$ cat src/sv/assert_macros.svh
`ifndef ASSERT_MACROS_SVH
`define ASSERT_MACROS_SVH

// check a condition at every clock edge
`define SHL_ASSERT_ALWAYS(label, expr, msg) \
  label: assert property (@(posedge clk_i) disable iff (!rst_ni) (expr)) else $error(msg);

// check a consequent in the same cycle
`define SHL_ASSERT_IMP(label, ante, cons, msg) \
  label: assert property (@(posedge clk_i) disable iff (!rst_ni) (ante) |-> (cons)) \
    else $error(msg);

// check a consequent in the next cycle
`define SHL_ASSERT_NEXT(label, ante, cons, msg) \
  label: assert property (@(posedge clk_i) disable iff (!rst_ni) (ante) |=> (cons)) \
    else $error(msg);

`endif

$ cat src/sv/shl_pkg.sv
package shl_pkg;

  localparam int unsigned MAX_LEN   = 4096;
  localparam int unsigned AW        = $clog2(MAX_LEN + 1);
  localparam int unsigned PW        = 13;
  localparam int unsigned HW        = 30;
  localparam int unsigned RW        = HW + 2;
  localparam int unsigned MUL_STEPS = HW / 2;
  localparam int unsigned CW        = $clog2(MUL_STEPS);

  localparam logic [HW-1:0] MOD_ONE   = 30'd998244353;
  localparam logic [HW-1:0] MOD_TWO   = 30'd1000000007;
  localparam logic [HW-1:0] HASH_BASE = 30'd443;
  localparam logic [PW-1:0] LEN_CAP   = PW'(MAX_LEN);

  typedef enum logic [2:0] {
    REQ_LOAD  = 3'd0,
    REQ_HASH  = 3'd1,
    REQ_EQUAL = 3'd2,
    REQ_LCP   = 3'd3,
    REQ_LCS   = 3'd4
  } shl_req_e;

  typedef enum logic [3:0] {
    S_FILL_WRITE,
    S_FILL_WAIT,
    S_IDLE,
    S_DISPATCH,
    S_LD_PREP,
    S_LD_READ,
    S_LD_MUL,
    S_LD_WAIT,
    S_RH_ADDR,
    S_RH_MUL,
    S_RH_CAPT,
    S_RH_WAIT,
    S_RH_NEXT,
    S_BS_STEP,
    S_BS_CHECK
  } shl_state_e;

  typedef enum logic [1:0] {
    RNG_FIRST,
    RNG_SECOND,
    RNG_PROBE_X,
    RNG_PROBE_Y
  } shl_rng_e;

  typedef enum logic [1:0] {
    RD_LEN,
    RD_LEFT,
    RD_RIGHT
  } shl_rd_e;

  typedef enum logic [1:0] {
    SRC_FILL,
    SRC_LOAD,
    SRC_RANGE
  } shl_src_e;

  typedef enum logic [2:0] {
    RES_ZERO,
    RES_BAD,
    RES_HASH,
    RES_EQUAL,
    RES_LEN_LO,
    RES_LEN_DIRECT
  } shl_res_e;

  typedef struct packed {
    logic [2:0]    req_type;
    logic          start_new;
    logic [7:0]    symbol;
    logic [PW-1:0] first_left;
    logic [PW-1:0] first_right;
    logic [PW-1:0] second_left;
    logic [PW-1:0] second_right;
  } shl_req_t;

  typedef struct packed {
    logic [59:0]   hash_value;
    logic          ranges_equal;
    logic [PW-1:0] match_length;
    logic          out_of_range;
  } shl_result_t;

  typedef struct packed {
    logic     latch;
    logic     ld_prep;
    logic     ld_write;
    logic     fill_write;
    logic     fill_next;
    logic     mul_start;
    shl_src_e mul_src;
    shl_rd_e  rd_sel;
    shl_rng_e rng;
    logic     capt_right;
    logic     store_slot;
    logic     bs_init;
    logic     mid_set;
    logic     bs_update;
    logic     finish;
    shl_res_e res_kind;
  } shl_cmd_t;

  typedef struct packed {
    logic [2:0] req_type;
    logic       mul_done;
    logic       len_full;
    logic       empty1;
    logic       empty2;
    logic       bad1;
    logic       bad2;
    logic       pos_bad;
    logic       pos_same;
    logic       bs_more;
    logic       fill_last;
  } shl_sts_t;

endpackage

$ cat src/sv/shl_ctrl.sv
`include "assert_macros.svh"

module shl_ctrl (
  input  logic              clk_i,
  input  logic              rst_ni,
  input  logic              start_i,
  output logic              busy_o,
  input  shl_pkg::shl_sts_t sts_i,
  output shl_pkg::shl_cmd_t cmd_o
);
  import shl_pkg::*;

  shl_state_e state_q, state_d;
  shl_rng_e   rng_q, rng_d;
  logic       in_wait;

  always_ff @(posedge clk_i or negedge rst_ni) begin
    if (!rst_ni) begin
      state_q <= S_FILL_WRITE;
      rng_q   <= RNG_FIRST;
    end else begin
      state_q <= state_d;
      rng_q   <= rng_d;
    end
  end

  always_comb begin
    cmd_o     = '0;
    cmd_o.rng = rng_q;
    state_d   = state_q;
    rng_d     = rng_q;
    unique case (state_q)
      S_FILL_WRITE: begin
        cmd_o.fill_write = 1'b1;
        if (sts_i.fill_last) begin
          state_d = S_IDLE;
        end else begin
          cmd_o.mul_start = 1'b1;
          cmd_o.mul_src   = SRC_FILL;
          state_d         = S_FILL_WAIT;
        end
      end
      S_FILL_WAIT: begin
        if (sts_i.mul_done) begin
          cmd_o.fill_next = 1'b1;
          state_d         = S_FILL_WRITE;
        end
      end
      S_IDLE: begin
        if (start_i) begin
          cmd_o.latch = 1'b1;
          state_d     = S_DISPATCH;
        end
      end
      S_DISPATCH: begin
        unique case (sts_i.req_type) inside
          REQ_LOAD: state_d = S_LD_PREP;
          REQ_HASH: begin
            if (sts_i.empty1 || sts_i.bad1) begin
              cmd_o.finish   = 1'b1;
              cmd_o.res_kind = sts_i.bad1 ? RES_BAD : RES_ZERO;
              state_d        = S_IDLE;
            end else begin
              rng_d   = RNG_FIRST;
              state_d = S_RH_ADDR;
            end
          end
          REQ_EQUAL: begin
            if (sts_i.bad1 || sts_i.bad2) begin
              cmd_o.finish   = 1'b1;
              cmd_o.res_kind = RES_BAD;
              state_d        = S_IDLE;
            end else if (!sts_i.empty1 && !sts_i.empty2) begin
              rng_d   = RNG_FIRST;
              state_d = S_RH_ADDR;
            end else begin
              cmd_o.finish   = 1'b1;
              cmd_o.res_kind = RES_EQUAL;
              state_d        = S_IDLE;
            end
          end
          REQ_LCP, REQ_LCS: begin
            if (sts_i.pos_bad || sts_i.pos_same) begin
              cmd_o.finish   = 1'b1;
              cmd_o.res_kind = sts_i.pos_bad ? RES_BAD : RES_LEN_DIRECT;
              state_d        = S_IDLE;
            end else begin
              cmd_o.bs_init = 1'b1;
              state_d       = S_BS_CHECK;
            end
          end
          default: begin
            cmd_o.finish   = 1'b1;
            cmd_o.res_kind = RES_ZERO;
            state_d        = S_IDLE;
          end
        endcase
      end
      S_LD_PREP: begin
        cmd_o.ld_prep = 1'b1;
        state_d       = S_LD_READ;
      end
      S_LD_READ: begin
        if (sts_i.len_full) begin
          cmd_o.finish   = 1'b1;
          cmd_o.res_kind = RES_BAD;
          state_d        = S_IDLE;
        end else begin
          cmd_o.rd_sel = RD_LEN;
          state_d      = S_LD_MUL;
        end
      end
      S_LD_MUL: begin
        cmd_o.mul_start = 1'b1;
        cmd_o.mul_src   = SRC_LOAD;
        state_d         = S_LD_WAIT;
      end
      S_LD_WAIT: begin
        if (sts_i.mul_done) begin
          cmd_o.ld_write = 1'b1;
          cmd_o.finish   = 1'b1;
          cmd_o.res_kind = RES_ZERO;
          state_d        = S_IDLE;
        end
      end
      S_RH_ADDR: begin
        cmd_o.rd_sel = RD_LEFT;
        state_d      = S_RH_MUL;
      end
      S_RH_MUL: begin
        cmd_o.mul_start = 1'b1;
        cmd_o.mul_src   = SRC_RANGE;
        cmd_o.rd_sel    = RD_RIGHT;
        state_d         = S_RH_CAPT;
      end
      S_RH_CAPT: begin
        cmd_o.capt_right = 1'b1;
        state_d          = S_RH_WAIT;
      end
      S_RH_WAIT: begin
        if (sts_i.mul_done) begin
          cmd_o.store_slot = 1'b1;
          state_d          = S_RH_NEXT;
        end
      end
      S_RH_NEXT: begin
        unique case (rng_q)
          RNG_FIRST: begin
            if (sts_i.req_type == REQ_EQUAL) begin
              rng_d   = RNG_SECOND;
              state_d = S_RH_ADDR;
            end else begin
              cmd_o.finish   = 1'b1;
              cmd_o.res_kind = RES_HASH;
              state_d        = S_IDLE;
            end
          end
          RNG_SECOND: begin
            cmd_o.finish   = 1'b1;
            cmd_o.res_kind = RES_EQUAL;
            state_d        = S_IDLE;
          end
          RNG_PROBE_X: begin
            rng_d   = RNG_PROBE_Y;
            state_d = S_RH_ADDR;
          end
          default: state_d = S_BS_STEP;
        endcase
      end
      S_BS_STEP: begin
        cmd_o.bs_update = 1'b1;
        state_d         = S_BS_CHECK;
      end
      S_BS_CHECK: begin
        if (sts_i.bs_more) begin
          cmd_o.mid_set = 1'b1;
          rng_d         = RNG_PROBE_X;
          state_d       = S_RH_ADDR;
        end else begin
          cmd_o.finish   = 1'b1;
          cmd_o.res_kind = RES_LEN_LO;
          state_d        = S_IDLE;
        end
      end
      default: state_d = S_IDLE;
    endcase
  end

  assign busy_o  = (state_q != S_IDLE);
  assign in_wait = (state_q == S_FILL_WAIT) || (state_q == S_LD_WAIT) ||
                   (state_q == S_RH_WAIT);

  `SHL_ASSERT_IMP(a_done_in_wait, sts_i.mul_done, in_wait, "multiplier done outside a wait")
  `SHL_ASSERT_NEXT(a_accept_busy, start_i && !busy_o, busy_o, "accepted request did not raise busy")
  `SHL_ASSERT_IMP(a_finish_busy, cmd_o.finish, state_q != S_IDLE, "result issued from idle")

endmodule

$ cat config.mk
export PLATFORM = sky130hd
export DESIGN_NAME = shl_ctrl
export DESIGN_NICKNAME = d
export VERILOG_FILES = /design/src/sv/shl_pkg.sv /design/src/sv/shl_ctrl.sv
export VERILOG_INCLUDE_DIRS = /design/src /design/src/sv
export SDC_FILE = /design/constraint.sdc
export NUM_CORES = 1
export LEC_CHECK = 0
export BUFFER_PORTS_ARGS = -buffer_cell sky130_fd_sc_hd__buf_2
export CAP_MARGIN = 20
export CORE_MARGIN = 3
export CORE_UTILIZATION = 51
export CTS_CLUSTER_DIAMETER = 120
export DETAILED_ROUTE_END_ITERATION = 6
export PLACE_DENSITY_LB_ADDON = 0.1
export SETUP_SLACK_MARGIN = 0.4
export SLEW_MARGIN = 10
export SYNTH_ARGS = -nofsm -noshare
export SYNTH_HDL_FRONTEND = slang
export SYNTH_SLANG_ARGS = --single-unit
$ cat constraint.sdc
create_clock -name clk_i -period 2.35 [get_ports clk_i]
set_input_delay 0.47 -clock clk_i [delete_from_list [all_inputs] [get_ports clk_i]]
set_output_delay 0.47 -clock clk_i [all_outputs]
set_load 0.02 [all_outputs]
==> results of run 1 <==
[worst max-delay path: cells and delay by family (launching register included)]
kind,cells,cell delay [ps]
buffers and inverters,3,470
flip-flops,1,470
AO/OA/AOI/OAI,2,350
AND/OR/NAND/NOR,1,190
[cell families after synthesis]
logic type / count (synthesis)
AOI/OAI and AO/OA: 41
xor gates and xnor gates: 1
buffers and inverters: 16
DFF: 6
muxes: 1
and+or+nand+nor: 68
[flip-flops by register name (all words and copies together) (netlist names)]
| signal | cells |
|---|---|
| state_q | 4 |
| rng_q | 2 |
[layer usage]
metal / wire (um) / part of all wire (%)
met1: 1805 / 29
met3: 1116 / 18
met4: 848 / 14
met5: 0 / 0
met2: 2362 / 39
[cell type report]
cell class,instances,area [um^2],area share (%)
sequential,6,156.4,10.04
inverter,4,15.01,0.9639
multi-input combinational,111,834.6,53.57
timing repair buffer,68,496.7,31.89
antenna,1,2.502,0.1606
clock buffer,3,22.52,1.446
tap,24,30.03,1.928
[layout by cell type (no fill, tap or decap), types with 2 or more instances in the layout]
master	Yosys	final
o21ai_0	4	4
a22o_1	2	2
o21ai_1	4	3
dfrtp_2	0	5
clkbuf_4	0	3
buf_6	1	11
o22ai_1	4	4
nand2b_4	0	3
o31a_1	2	2
nor2_1	17	15
inv_1	4	4
nand2b_1	7	3
nand3_1	5	4
o211ai_1	2	2
nor4_2	0	3
o2bb2ai_1	2	2
nand3b_1	3	3
a21oi_1	6	5
or3_1	3	2
nor3_2	0	2
buf_4	2	29
buf_2	5	27
nand2_1	6	6
a22oi_1	2	2
nor3_1	6	4
[worst paths after layout]
check,cells past startpoint,slack (ps),end,startpoint
setup / recovery,6,150,cmd_o[15],state_q[2]$_DFFE_PN0P_
hold / removal,1,30,state_q[3]$_DFFE_PN0P_,rst_ni
setup reg to reg,6,540,state_q[3]$_DFFE_PN0P_,state_q[1]$_DFFE_PN0P_
hold reg to reg,1,690,rng_q[0]$_DFFE_PN0P_,rng_q[0]$_DFFE_PN0P_
max in group asynchronous,1,2140,state_q[1]$_DFFE_PN0P_,rst_ni
min in group clk_i,2,520,state_q[2]$_DFFE_PN0P_,sts_i[9]
[repair_timing]
item                                    CTS  global route
hold endpoints to repair                  0             0
buffers inserted                         17             7
endpoints found under the setup margin   16            15
gates resized for setup                  25            27
pin swaps                                11             8
[report_power, final]
group / internal (mW) / switching (mW)
registers: 0.161 / 0.131
clock network: 0.0588 / 0.0527
logic: 0.709 / 0.900
total: 0.929 / 1.08
[stage by stage]
stage	setup slack (ps)	util [%]	hold slack, ps	std cells	area (um^2)
2_1_floorplan	408.3	-	174.4	133	950.9
3_3_place_gp	203.5	71.51	291.1	189	1152
3_5_place_dp	156.5	71.51	294.8	189	1152
4_1_cts	153.0	86.49	22.80	209	1394
5_1_grt	107.9	96.51	40.44	216	1555
6_report	148.3	96.66	27.29	217	1558
==> flow_metrics.py, run 1 <==
metrics = {
    "run_status": {
        "status": "complete, but fails checks",
        "violations": "design-rule violations",
    },
    "sta": {
        "tightestPinTransition_ps": 438.4,
        "tns_ps": 0,
        "timing.final.crit_share_pct": 93.69,
        "period_needed_ps": 2202,
        "slew_violations": 0,
        "rsz0062_at_grt": "true",
        "relSlewSlack_pct": 70.55,
        "finalHoldViolations": 0,
        "fin_skew_ps": 4.674,
        "setup_violations": 0,
        "max_freq_ghz": 0.4542,
    },
    "grt": {
        "met2_usage_pct": 54.30,
        "grt_pass1_wl_mm": 5.927,
        "grtUsageMet3_pct": 5.521,
        "grt.overflow.total": 0,
        "antenna_found_initial": 0,
        "grt.total_usage_pct": 31.13,
        "busiest_layer": "met2",
        "grt_pass1_vias": 1292,
        "grt_max_degree": 13,
        "grt_util_met1_pct": 34.64,
    },
    "critical_path": {
        "setup.worst_path.start_class": "flop",
        "worst-endpoint-arrival_ps": 1730,
        "path_cells": "buf_6 -> buf_6 -> nor3_2 -> a21oi_1 -> o32ai_2 -> buf_4",
        "max_stage_delay_ps": 470,
        "cpMostUsedCell": "buf_6",
        "worst_setup_path_end_kind": "output port",
        "path_class": "reg2out",
        "cp.required_ps": 1880,
        "crit_path_max_fanout": 6,
        "cp_slowest_cell": "dfrtp_2",
    },
    "place": {
        "hpwlAfterDp_mm": 2.185,
        "gp_congestion": 0.8778,
        "port_buffers": 37,
    },
    "pwr": {
        "ir_worst_vdd_uv": 791.2,
        "p_leak_nw": 0.6872,
        "p_total_mw": 2.013,
        "power_density_nw_per_um2": 1292,
    },
    "synthesis": {
        "synth_top_family_by_area": "simple AND/OR/NAND/NOR gates",
        "synth-compound-area-share_pct": 31.04,
        "ys_top_cells_by_count": "nor2_1 (17), nand2b_1 (7)",
        "synth-xor-area-share_pct": 0.9447,
        "synth_nets": 149,
        "ys_seq_elements": 6,
        "async_flop_share_pct": 100.0,
        "syn_avg_cell_area_um2": 6.971,
        "synth.cell_area_um2": 927.1,
        "synth_fa_ha_area_share_pct": 0,
        "synth_flop_cell": "dfrtp_1",
        "synth.area.mux_share_pct": 1.080,
        "yosysTopAreaCellShare_pct": 16.19,
        "syn_inst": 133,
        "synthTopCellsByArea": "dfrtp_1 (16%), nor2_1 (6.9%), nand2b_1 (4.7%), a21oi_1 (3.2%), nor3_1 (3.2%)",
        "ys_types": 53,
        "yosysTopAreaCell": "dfrtp_1",
        "synth_edf_count": 0,
        "post-synth-top-count-cell": "nor2_1",
        "synth_seq_area_share_pct": 16.19,
        "yosys.area_share.simple_pct": 41.97,
        "ys_warn_count": 0,
    },
    "drt": {
        "totalWireLength_mm": 6.133,
        "drtIter0Drc": 295,
        "num_vias": 1736,
        "drc": 65,
        "via_per_inst": 8.000,
        "ant_nets": 0,
        "wire_per_inst_um": 28.26,
        "drt-pass1-iter-count": 7,
    },
    "clock_tree": {
        "hold_buffers": 0,
        "clk_latency_ps": 270,
        "h-tree-depth": 1,
        "cts-root-buf": "clkbuf_4",
        "clkSlewWorstSetupHoldPaths_ps": 60,
        "numCtsBuffers": 3,
        "clk_path_buf_depth": 2,
        "tritoncts": "built",
        "cts.sinks": 6,
    },
    "min_path": {
        "hold_path.class": "in2async",
    },
    "die": {
        "fp.dieW_um": 48.64,
        "initial_utilization_pct": 57.53,
        "io_pins": 38,
        "design.die.area_um2": 2365,
        "rows": 14,
        "die_y_um": 48.64,
        "core_area_um2": 1612,
    },
    "final_layout": {
        "layout.nets": 210,
        "drive_gt1_share_pct": 53.13,
        "synthToLayoutAreaGrowth_pct": 68.02,
        "fill_cells": 35,
    },
    "job": {
        "drv_cap": 0,
    },
}
(Power assumes the default switching activity.)
==> inputs of run 2 (changes only) <==
- CAP_MARGIN: 20 -> 25
- CELL_PAD_IN_SITES_DETAIL_PLACEMENT: unset -> 1
- CELL_PAD_IN_SITES_GLOBAL_PLACEMENT: unset -> 1
- CORE_ASPECT_RATIO: unset -> 0.75
- CORE_UTILIZATION: 51 -> 35
==> run 2 against run 1 <==
Compared with the run above: the flow now finishes without violations; clock power is 11% lower; non-clock buffer count shrank 2; worst hold slack better by 6.4 ps; via count is 11% lower; first-iteration DRC count fell by 28%; fmax up 2.6%; cell count rose by 3.2%; clock-buffer cell count is the same; power decreased by 0.95%; cell area increased by 3.7%; core utilization fell by 29 points; critical path type is now in2out; critical endpoint is now cmd_o[0]; largest power group unchanged.
==> flow_metrics.py, run 2 (synthesis results as in run 1) <==
metrics = {
    "final_layout": {
        "top_regs": "state_q (4), rng_q (2)",
        "antennaDiodeCount": 0,
        "drive_gt1_share_pct": 54.74,
        "final_cell_mix": "buf_4 (33), buf_2 (20), buf_6 (13), nor2_1 (12), nand2_1 (6)",
        "instances_no_fill": 224,
        "layout.nets": 208,
        "synthToLayoutAreaGrowth_pct": 74.22,
        "regMostFlops": "state_q",
        "layout_commonest_cell": "buf_4",
        "fill_cells": 295,
        "largest_reg_flops": 4,
    },
    "clock_tree": {
        "tritoncts": "built",
        "cts.sinks": 6,
        "clk_path_buf_depth": 2,
        "h-tree-depth": 1,
        "clkSlewWorstSetupHoldPaths_ps": 50,
        "cts-root-buf": "clkbuf_4",
        "clk_latency_ps": 250,
        "numCtsBuffers": 3,
    },
    "critical_path": {
        "max_stage_delay_ps": 330,
        "critical_path_buf_inv_count": 2,
        "cp.required_ps": 1880,
        "cp_slowest_cell": "or3_4",
        "setup.worst_path.start_class": "input port",
        "reg2reg_to": "rng_q[0]$_DFFE_PN0P_",
        "rrSetupSlack_ps": 570,
        "reg2reg_depth": 6,
        "worst_setup_path_end_kind": "output port",
        "path_class": "in2out",
        "critical_path.top_delay_family": "simple AND/OR/NAND/NOR gates",
        "path_cells": "buf_4 -> or3_4 -> or2_1 -> a311oi_2 -> o21ai_2 -> buf_6",
        "crit_path_max_fanout": 7,
        "crit_cells": 6,
        "rr_startpoint": "state_q[3]$_DFFE_PN0P_",
        "worst-endpoint-arrival_ps": 1680,
    },
    "pwr": {
        "p_sw_mw": 1.063,
        "p_leak_nw": 0.6856,
        "p_total_mw": 1.994,
        "power_density_nw_per_um2": 1234,
        "p_comb_share_pct": 80.4,
        "clkPwrFrac_pct": 5.0,
        "internal_power_mw": 0.9305,
        "switching_share_pct": 53.33,
        "ir_worst_vdd_uv": 574.5,
        "p_seq_share_pct": 14.6,
    },
    "sta": {
        "period_needed_ps": 2146,
        "tightestPinTransition_ps": 411.5,
        "rsz0062_at_grt": "true",
        "tns_ps": 0,
        "setup_violations": 0,
        "max_freq_ghz": 0.4660,
        "fin_skew_ps": 6.232,
        "finalHoldViolations": 0,
        "timing.final.crit_share_pct": 91.32,
        "slew_violations": 0,
        "relSlewSlack_pct": 72.57,
    },
    "die": {
        "rows": 15,
        "initial_utilization_pct": 38.59,
        "fp.dieW_um": 65.43,
        "design.die.area_um2": 3309,
        "die_y_um": 50.58,
        "io_pins": 38,
        "core_area_um2": 2402,
    },
    "drt": {
        "wire_per_inst_um": 27.95,
        "drtIter0Drc": 213,
        "ant_nets": 0,
        "drt-pass1-iter-count": 4,
        "totalWireLength_mm": 6.261,
        "via_per_inst": 6.862,
        "drc": 0,
        "num_vias": 1537,
    },
    "grt": {
        "grt_pass1_wl_mm": 7.245,
        "grt_pass1_vias": 1426,
        "grt_max_degree": 14,
        "grt.total_usage_pct": 28.77,
        "grt.overflow.total": 0,
        "antenna_found_initial": 0,
    },
    "place": {
        "dp_cells": 200,
        "gp_congestion": 0.8413,
        "hpwlAfterDp_mm": 2.772,
        "port_buffers": 37,
    },
    "job": {
        "drv_cap": 0,
    },
    "min_path": {
        "hold_path.class": "in2async",
    },
    "run_status": {
        "status": "complete, no violations",
    },
}
-- run 2: cell types whose count changed in the layout (fill, tap and decap cells not counted), sizes merged --
cell,previous run,this run
buf,68,66
diode,1,0
-- run 2: per-layer routing --
layer | GRT usage (%) | vias to the layer above | routed length (um) | share of wire, %
met1 | 36.13 | 746 | 2470 | 39
li1 | - | 621 | - | -
met2 | 47.39 | 134 | 2913 | 47
met4 | 16.90 | 0 | 321 | 5.1
met5 | 0 | - | 0 | 0
met3 | 2.908 | 36 | 555 | 8.9
-- run 2: timing repair --
item / 4_1_cts / 5_1_grt
setup endpoints to repair: 15 / 16
gates resized for setup: 24 / 44
setup buffers: 13 / 8
hold buffers: 0 / 0
pin swaps: 4 / 9
-- run 2: how the worst max path moves through the flow --
| stage | startpoint | end | slack, ps |
|---|---|---|---|
| after floorplan | state_q[2]$_DFFE_PN0P_ | cmd_o[14] | 410 |
| after global placement | sts_i[10] | cmd_o[0] | 180 |
| after detailed placement | sts_i[10] | cmd_o[0] | 140 |
| after CTS | sts_i[4] | cmd_o[0] | 250 |
| after global routing | sts_i[10] | cmd_o[0] | 140 |
| final | sts_i[10] | cmd_o[0] | 200 |
-- run 2: area by class of cell --
type                    instances  area, um^2  area share (%)
inverters                       4       15.01          0.9295
clock buffers                   3       22.52           1.394
repair buffers                 66       494.2           30.60
multi-input cells             111       884.6           54.76
flip-flops and latches          6       156.4           9.682
well taps                      34       42.54           2.634
-- run 2: worst reg2reg max path, cell delays in order (launching register included) --
cell and delay (ps):
dfrtp_2 480, and4bb_4 400, buf_4 120, buf_4 120, o211ai_1 140, a21oi_1 230
o21ba_1 170
-- run 2: power groups by stage --
stage | clock [mW] | sequential (mW) | combinational, mW
after global placement | 0 | 0.286 | 0.859
after global routing | 0.108 | 0.293 | 1.65
final | 0.100 | 0.291 | 1.60
after floorplan | 0 | 0.213 | 0.676
after detailed placement | 0 | 0.289 | 0.889
after CTS | 0.0935 | 0.275 | 1.14
-- run 2: per-stage QoR --
step / utilization, % / area (um^2) / hold slack (ps) / worst slack [ps]
after floorplan: - / 950.9 / 174.4 / 408.3
after global placement: 48.80 / 1172 / 291.7 / 177.7
after detailed placement: 48.80 / 1172 / 298.7 / 143.5
after CTS: 57.34 / 1378 / 43.26 / 246.8
after global routing: 67.24 / 1615 / 31.36 / 138.6
final: 67.24 / 1615 / 33.72 / 204.0
==> inputs of run 3 (changes only) <==
- CORE_MARGIN: 3 -> unset
==> run 3 against run 2 <==
Compared with the run above: flip-flop and latch count did not move; worst setup slack worse by 32 ps; clock-buffer cell count stayed put; largest power group unchanged; first-iteration DRC count decreased by 46%; worst hold slack improved by 9.8 ps; critical path depth decreased by 2.
==> flow_metrics.py, run 3 (synthesis results as in run 1) <==
metrics = {
    "run_status": {
        "status": "complete, no violations",
    },
    "critical_path": {
        "endpoint": "cmd_o[3]",
        "path_class": "reg2out",
        "rr_startpoint": "state_q[3]$_DFFE_PN0P_",
        "cp_slowest_cell": "dfrtp_2",
        "crit_cells": 4,
        "cp.required_ps": 1880,
        "reg2reg_to": "rng_q[0]$_DFFE_PN0P_",
        "critical_path_buf_inv_count": 1,
        "crit_start": "state_q[3]$_DFFE_PN0P_",
        "worst-endpoint-arrival_ps": 1710,
        "crit_path_max_fanout": 8,
        "rrSetupSlack_ps": 640,
        "reg2reg_depth": 5,
        "worst_setup_path_end_kind": "output port",
        "setup.worst_path.start_class": "flop",
        "max_stage_delay_ps": 500,
        "critical_path.top_delay_family": "flip-flops",
        "path_cells": "nand2b_2 -> o32a_1 -> o21ai_1 -> buf_4",
    },
    "sta": {
        "slew_violations": 0,
        "rsz0062_at_grt": "true",
        "max_freq_ghz": 0.4591,
        "finalHoldViolations": 0,
        "timing.final.crit_share_pct": 92.68,
        "period_needed_ps": 2178,
        "relSlewSlack_pct": 64.38,
        "tightestPinTransition_ps": 526.9,
        "tns_ps": 0,
        "fin_skew_ps": 1.159,
        "setup_violations": 0,
        "setup_ws_ps": 172.0,
    },
    "grt": {
        "antenna_found_initial": 0,
        "grt.total_usage_pct": 30.57,
        "grt.overflow.total": 0,
        "grt_max_degree": 12,
        "grt_pass1_wl_mm": 6.292,
        "grt_pass1_vias": 1282,
    },
    "clock_tree": {
        "numCtsBuffers": 3,
        "hold_buffers": 0,
        "clk_latency_ps": 240,
        "clkSlewWorstSetupHoldPaths_ps": 40,
        "tritoncts": "built",
        "clk_path_buf_depth": 2,
        "h-tree-depth": 1,
        "cts.sinks": 6,
        "cts-root-buf": "clkbuf_4",
    },
    "drt": {
        "via_per_inst": 6.677,
        "drc": 0,
        "totalWireLength_mm": 5.827,
        "wire_per_inst_um": 25.45,
        "drt-pass1-iter-count": 4,
        "ant_nets": 0,
        "num_vias": 1529,
        "drtIter0Drc": 114,
    },
    "final_layout": {
        "synthToLayoutAreaGrowth_pct": 73.68,
        "regMostFlops": "state_q",
        "fill_cells": 295,
        "layout_commonest_cell": "buf_4",
        "layout.nets": 213,
        "top_regs": "state_q (4), rng_q (2)",
        "drive_gt1_share_pct": 53.85,
        "antennaDiodeCount": 0,
        "final_cell_mix": "buf_4 (36), buf_2 (23), nor2_1 (13), buf_6 (9)",
        "fin_area_um2": 1610,
        "largest_reg_flops": 4,
    },
    "die": {
        "design.die.area_um2": 2861,
        "initial_utilization_pct": 38.59,
        "rows": 15,
        "core_area_um2": 2402,
        "die_y_um": 46.58,
        "fp.dieW_um": 61.43,
        "io_pins": 38,
    },
    "place": {
        "dpl_worst_slack_ps": 145.4,
        "hpwlAfterDp_mm": 2.686,
        "dpl_cell_area_um2": 1172,
        "gp_congestion": 0.8365,
        "port_buffers": 37,
    },
    "job": {
        "drv_cap": 0,
    },
    "pwr": {
        "power_density_nw_per_um2": 1188,
        "p_leak_nw": 0.7000,
        "ir_worst_vdd_uv": 511.0,
    },
    "min_path": {
        "hold_path.class": "in2async",
    },
}
run 3: cell count changes in the layout (fill, tap and decap cells not counted), sizes merged:
cell | previous run | this run
buf | 66 | 69
clkbuf | 3 | 5
run 3: cell type report:
type	instances	area (um^2)	area share [%]
Tap cell	34	42.54	2.642
Clock buffer	3	22.52	1.399
Inverter	4	15.01	0.9324
Sequential cell	6	156.4	9.713
Timing Repair Buffer	71	516.7	32.09
Multi-Input combinational cell	111	857.1	53.22
run 3: worst min-delay path by stage:
stage	from	to	slack (ps)	cells past startpoint
2_1_floorplan	rst_ni	rng_q[0]$_DFFE_PN0P_	170	0
3_3_place_gp	rst_ni	rng_q[1]$_DFFE_PN0P_	290	1
3_5_place_dp	rst_ni	state_q[1]$_DFFE_PN0P_	300	1
4_1_cts	rst_ni	state_q[0]$_DFFE_PN0P_	30	1
5_1_grt	rst_ni	state_q[2]$_DFFE_PN0P_	50	1
6_report	rst_ni	rng_q[1]$_DFFE_PN0P_	40	1
run 3: routing by layer:
metal | wire length [um] | up-vias | track usage, %
met3 | 626 | 36 | 2.809
met2 | 2597 | 128 | 52.61
met5 | 0 | - | 0
met4 | 299 | 0 | 8.444
li1 | - | 635 | -
met1 | 2304 | 730 | 40.79
run 3: power by group:
part           total (mW)  internal [mW]  switching, mW
sequential          0.272          0.161          0.110
combinational        1.55          0.683          0.865
clock              0.0934         0.0577         0.0358
run 3: timing repair:
item,in CTS,in global routing
endpoints found under the hold margin,0,0
pin swaps,5,4
setup endpoints to repair,16,11
buffers inserted,15,11
gates resized for setup,28,30
run 3: metrics by stage:
stage / hold slack (ps) / power (mW) / utilization, % / std cells
after global placement: 291.7 / 1.143 / 48.80 / 200
after global routing: 46.62 / 2.003 / 67.03 / 229
after detailed placement: 298.5 / 1.178 / 48.80 / 200
after CTS: 34.58 / 1.537 / 58.59 / 218
final: 43.56 / 1.913 / 67.03 / 229
after floorplan: 174.4 / 0.8895 / - / 133
